File: src/bfdh_pkg.sv
// shared types and constants for the bloom filter double hash unit
// no dependencies

package bfdh_pkg;

  typedef enum logic [1:0] {
    KIND_CLEAR  = 2'd0,
    KIND_INSERT = 2'd1,
    KIND_QUERY  = 2'd2,
    KIND_READ   = 2'd3
  } kind_t;

  typedef enum logic [2:0] {
    ST_INIT,
    ST_IDLE,
    ST_CLEAR,
    ST_DIV,
    ST_READ,
    ST_TEST,
    ST_DONE
  } state_t;

  localparam logic [1:0] REG_KEY_COUNT   = 2'd0;
  localparam logic [1:0] REG_KEY_BITS    = 2'd1;
  localparam logic [1:0] REG_PROBE_COUNT = 2'd2;

  localparam int CFG_W     = 14;
  localparam int KEY_W     = 14;
  localparam int BPK_W     = 7;
  localparam int PROBE_W   = 8;
  localparam int HASH_W    = 32;
  localparam int INDEX_W   = 10;
  localparam int PROD_W    = KEY_W + BPK_W;
  localparam int MIN_BITS  = 64;
  localparam int ROT_RIGHT = 17;

  localparam logic [KEY_W-1:0]   KEY_COUNT_RST   = 14'd0;
  localparam logic [BPK_W-1:0]   KEY_BITS_RST    = 7'd10;
  localparam logic [PROBE_W-1:0] PROBE_COUNT_RST = 8'd6;

  // delta for double hashing: rotate right
  function automatic logic [HASH_W-1:0] rotate_delta(input logic [HASH_W-1:0] h);
    rotate_delta = (h >> ROT_RIGHT) | (h << (HASH_W - ROT_RIGHT));
  endfunction

endpackage

File: src/bfdh_mod.sv
// iterative 32-bit modulo, one dividend bit per cycle (restoring)
// uses bfdh_pkg for the hash width

module bfdh_mod
  import bfdh_pkg::*;
#(
  parameter int DIVISOR_W = 13
) (
  input  logic                 clk,
  input  logic                 rst,
  input  logic                 start,
  input  logic [HASH_W-1:0]    dividend,
  input  logic [DIVISOR_W-1:0] divisor,
  output logic                 done,
  output logic [DIVISOR_W-1:0] remainder
);

  localparam int CNT_W = $clog2(HASH_W);

  logic                 busy;
  logic [CNT_W-1:0]     count;
  logic [HASH_W-1:0]    dvd;
  logic [DIVISOR_W-1:0] dvs;
  logic [DIVISOR_W:0]   shifted;
  logic [DIVISOR_W:0]   reduced;

  // remainder stays below the divisor, so one compare and subtract per bit
  always_comb begin
    shifted = {remainder, dvd[HASH_W-1]};
    if (shifted >= {1'b0, dvs}) begin
      reduced = shifted - {1'b0, dvs};
    end else begin
      reduced = shifted;
    end
  end

  always_ff @(posedge clk) begin
    if (rst) begin
      busy  <= 1'b0;
      done  <= 1'b0;
      count <= '0;
    end else begin
      done <= 1'b0;
      if (start) begin
        busy  <= 1'b1;
        count <= '0;
      end else if (busy) begin
        count <= count + 1'b1;
        if (count == CNT_W'(HASH_W - 1)) begin
          busy <= 1'b0;
          done <= 1'b1;
        end
      end
    end
  end

  always_ff @(posedge clk) begin
    if (start) begin
      dvd       <= dividend;
      dvs       <= divisor;
      remainder <= '0;
    end else if (busy) begin
      dvd       <= dvd << 1;
      remainder <= reduced[DIVISOR_W-1:0];
    end
  end

endmodule

File: config.mk
export PLATFORM = sky130hd
export DESIGN_NAME = bfdh_mod
export DESIGN_NICKNAME = d
export VERILOG_FILES = /design/src/bfdh_pkg.sv /design/src/bfdh_mod.sv
export SDC_FILE = /design/constraint.sdc
export NUM_CORES = 1
export LEC_CHECK = 0
export BUFFER_PORTS_ARGS = -buffer_cell sky130_fd_sc_hd__buf_2
export CAP_MARGIN = 20
export CORE_MARGIN = 3
export CORE_UTILIZATION = 55
export CTS_CLUSTER_DIAMETER = 80
export DETAILED_ROUTE_END_ITERATION = 12
export PLACE_DENSITY = 0.87
export SLEW_MARGIN = 20
export SYNTH_ARGS = -nofsm -noshare
export SYNTH_HDL_FRONTEND = slang
export SYNTH_SLANG_ARGS = --single-unit
File: constraint.sdc
create_clock -name clk -period 4.4 [get_ports clk]
set_clock_uncertainty 0.05 [all_clocks]
set_input_delay 0.66 -clock clk [delete_from_list [all_inputs] [get_ports clk]]
set_output_delay 0.66 -clock clk [all_outputs]
set_load 0.1 [all_outputs]
== Word-level counts from Yosys, hierarchy flattened ==
Cells that the tools add are included.
Cells by class
  $add $sub $neg: 2
  multiply operators: 0
  div/mod/pow operators: 0
  $lt $le $gt $ge: 1
  equality and inequality tests: 1
  shift-type cells: 0
  multiplexer cells: 7
  bitwise operators: 1
  reductions and logical operators: 3
Operator list (number)
  2-to-1 mux 32 bit: 2
  greater-or-equal comparator 14 x 13 -> 1 bit: 1
  2-to-1 mux 13 bit: 1
  subtractor 13 bit: 1
  adder 5 x 1 -> 5 bit (second input constant): 1
  == test 5 bit (second input constant): 1
  2-to-1 mux 1 bit: 4
  OR reduction 3 bit: 1
  nonzero test 2 bit: 1
  OR reduction 2 bit: 1
  inverter 1 bit: 1
Storage, ports and cells
  register bits after elaboration: 65
  bits in latches: 0
  RAM bits: 0
  bits in read-only memories: 0
  input bits: 48
  output and inout port bits: 14
  logic and storage cells: 21
  memories kept: 0

== Logic depth before layout (Yosys ltp) ==
  word-level depth: 4
  gate-level depth with buffers: 10
  depth with buffers taken out: 9

== Worst setup path after synthesis ==
No wires, ideal clock.
  kind: register -> register
  start point: register remainder[4]
  end point: register remainder[9]
  library setup time: 0.088 ns
  arrival time: 2.860 ns
  required time: 4.262 ns
  slack: 1.401 ns
  stages on the path, launching flop included: 9
  path through: dfxtp_1 ha_1 and4_1 nor2b_1 a41o_1 o2111ai_2 buf_2 nand3_1 a311oi_2
On the way
  cells in the longest elaborated chain, start to end: 2
  elaborated cells between the ends (all ways): 3
Ends and longest elaborated chain
  start: declaration: RTL line bfdh_mod.sv:15  | output logic [DIVISOR_W-1:0] remainder
  start signal: assignment: RTL line bfdh_mod.sv:64  | remainder <= reduced[DIVISOR_W-1:0];
  subtractor 13 bit or greater-or-equal comparator 14 x 13 -> 1 bit (tied branches): RTL line bfdh_mod.sv:31, bfdh_mod.sv:30
  2-to-1 mux 13 bit (*): RTL line bfdh_mod.sv:30  | if (shifted >= {1'b0, dvs}) begin
Mark *: on every way between the ends. The rest lies on a longest branch, timed or not.
A chain may end at the register's enable or synchronous reset.

== Worst setup path after layout ==
  start point: register dvd[31]
  end point: register remainder[1]
On the way
  cells in the longest elaborated chain, start to end: 2
  elaborated cells between the ends (all ways): 3
Ends and longest elaborated chain
  start: declaration: RTL line bfdh_mod.sv:22  | logic [HASH_W-1:0] dvd;
  start signal: assignment: RTL line bfdh_mod.sv:59  | dvd <= dividend;
  start signal: assignment: RTL line bfdh_mod.sv:63  | dvd <= dvd << 1;
  subtractor 13 bit or greater-or-equal comparator 14 x 13 -> 1 bit (tied branches): RTL line bfdh_mod.sv:31, bfdh_mod.sv:30
  2-to-1 mux 13 bit (*): RTL line bfdh_mod.sv:30
Marks and branches as above.

==> out/results.ini <==
[status]
run_status=finished clean

[clock_tree]
cts_setup_buffers=0
clk_pin_slew_ns=0.08
cts_tree=built
cts_root_buf=clkbuf_8
cts_hold_buf=0
cts.htree.levels=3
clock_latency_ns=0.34
post_cts_resized=0
max-clock-path-buffers=2
cts_buffers=9
clock_sinks=65

[timing]
fmax_mhz=357
tightestPinTransition_ns=0.877
slew_headroom_pct=41.5
slew_viol_final=0
post-route-period-util_pct=63.6
setup_tns_ns=0
fin_hold_ws_ns=0.444
final_hold_viol_count=0
setup_viol=0
period_minus_slack_ns=2.80
rsz0062_at_grt=false

[yosys]
netlist_instances=290
avgSynthCellArea_um2=11.8
synth-seq-cells=65
async_reset_ff_share_pct=0
yosysSeqAreaShare_pct=51.2
yosysWarnings=0
synth-edff-count=45
synth_area_um2=3420
synth_flop_cell=edfxtp_1
synth_fp_nets=354
synthDistinctLibCells=50

[place]
io_buffers=61
gp_congestion=0.882
hpwl_um=4820
post_dp_cell_area_um2=3770

[cells_and_area]
nets=414
fillCellCount=449
n_antenna_cell=0
design_area_um2=4020
drive_above_1_share_pct=35.8
area_delta_synth_final_pct=17.5

[pwr]
power.density_nw_per_um2=444
power_mw=1.79
power.leakage_nw=1.69
ir_drop_v=0.000305

[drt]
antenna_left=0
wl_per_cell_um=16.1
detailedRoute.firstIterationViolations=238
drc_errors=0
routed_wl_um=6930
vias=2543
first_pass_iters=5
vias_per_cell=5.91

[global_route]
grt_pass1_wl_um=11600
grt_start_max_net_pins=40
grt.total_usage_pct=20.3
grt.overflow.total=0
antenna_found_initial=0
grt_pass1_vias=2542

[setup_path]
cp_max_fo=14
cp.required_ns=4.64
start_kind=flop
crit_path_end_kind=flop
crit_type=reg2reg
cp_data_arrival_time_ns=3.03

[floorplan]
row_count=28
core-area_um2=5990
boundaryPins=62
initial_core_util_pct=57.2
dieArea_um2=7210
dieHeight_um=84.9
die_x_um=84.9

[flow_run]
maxCapViolations=0

[hold_path]
hp-class=in2reg

worst max-delay path: stages, from the launching register on:
cell       delay (ns)
edfxtp_1         0.34
inv_1            0.05
ha_1             0.22
fa_1             0.40
nor2b_1          0.21
o21ai_0          0.16
a31oi_4          0.23
o2111ai_2        0.43
a2111oi_2        0.50
a311o_1          0.16
placed cells by master, fill, tap and decap left out, drive strengths merged, types with 5 or more instances in the layout:
master,synthesis,layout
buf,11,65
o21ai,11,11
dfxtp,20,20
edfxtp,45,45
inv,21,23
a21oi,10,10
clkbuf,5,9
nand3,13,13
a311oi,11,11
xnor2,8,8
ha,15,15
nand2,7,7
mux2,32,32
and3,5,5
nor2,22,22
nor3,5,5
cell usage after synthesis (2+ instances only):
cell       number  share of area, %
a2111oi_2       2              0.88
a211oi_1        2              0.44
a21o_1          3              0.66
a21oi_1        10               1.5
a311oi_1        8               2.0
a311oi_2        3               1.3
a31oi_1         3              0.55
a41o_1          2              0.58
and2_1          2              0.37
and3_1          5              0.91
buf_1           5              0.55
buf_2           3              0.44
buf_4           2              0.44
clkbuf_1        5              0.55
dfxtp_1        20                12
edfxtp_1       45                39
ha_1           15               5.5
inv_1          21               2.3
mux2_2         32                11
mux2i_1         4               1.2
nand2_1         7              0.77
nand2b_1        2              0.37
nand3_1        12               1.8
nor2_1         22               2.4
nor2b_1         3              0.55
nor3_1          5              0.73
nor4_1          2              0.37
o21ai_0         5              0.73
o21ai_1         6              0.88
o22ai_1         3              0.55
o31ai_1         2              0.44
or2_2           2              0.37
xnor2_1         8               2.0
xor2_1          3              0.77
layout make-up:
cell class	instances	area [µm²]	share of cell area (%)
clock buffers	9	124	3.08
clock inverters	7	125	3.11
inverters	21	78.8	1.96
multi-input cells	188	1520	37.7
flip-flops and latches	65	1750	43.5
well taps	75	93.8	2.33
repair buffers	65	335	8.33
worst paths after layout:
kind          startpoint           end  slack, ns  cells after the start
max              dvd[31]  remainder[1]       1.60                      9
min          divisor[11]       dvs[11]       0.44                      1
max reg2reg      dvd[31]  remainder[1]       1.60                      9
min reg2reg     count[3]      count[3]       0.47                      2
registers in the layout, summed over array words and instances (netlist names):
register and flops:
busy 1, remainder 13, dvs 13, count 5, dvd 32, done 1
per-stage QoR:
stage               util (%)  std cells  worst slack [ns]
floorplan                  -        290              1.40
global placement        63.0        414              1.75
detailed placement      63.0        414              1.66
CTS                     67.2        430              1.64
global route            67.2        430              1.40
finish                  67.2        430              1.60
logic make-up (layout without fill, tap and decap cells):
family | Yosys count | in the layout | share of synthesized area [%]
compound gates | 58 | 58 | 13.8
xor+xnor | 11 | 11 | 2.81
fa+ha+maj | 16 | 16 | 6.07
buf+inv | 37 | 102 | 4.60
flops | 65 | 65 | 51.2
mux | 36 | 36 | 11.7
simple gates | 67 | 67 | 9.83
per-layer routing:
layer | part of all wire (%) | routed length (µm) | track usage (%) | vias up
met5 | 0 | 0 | 0 | -
li1 | - | - | - | 1203
met1 | 42 | 2890 | 25.2 | 1217
met2 | 50 | 3440 | 33.0 | 101
met4 | 2.8 | 191 | 10.5 | 0
met3 | 5.8 | 403 | 4.95 | 22
where the power goes:
| group | total (mW) | internal [mW] | switching (mW) |
|---|---|---|---|
| Sequential | 0.744 | 0.717 | 0.0271 |
| Clock | 0.629 | 0.382 | 0.246 |
| Combinational | 0.414 | 0.150 | 0.263 |
Power figures use the tool's default switching activity.
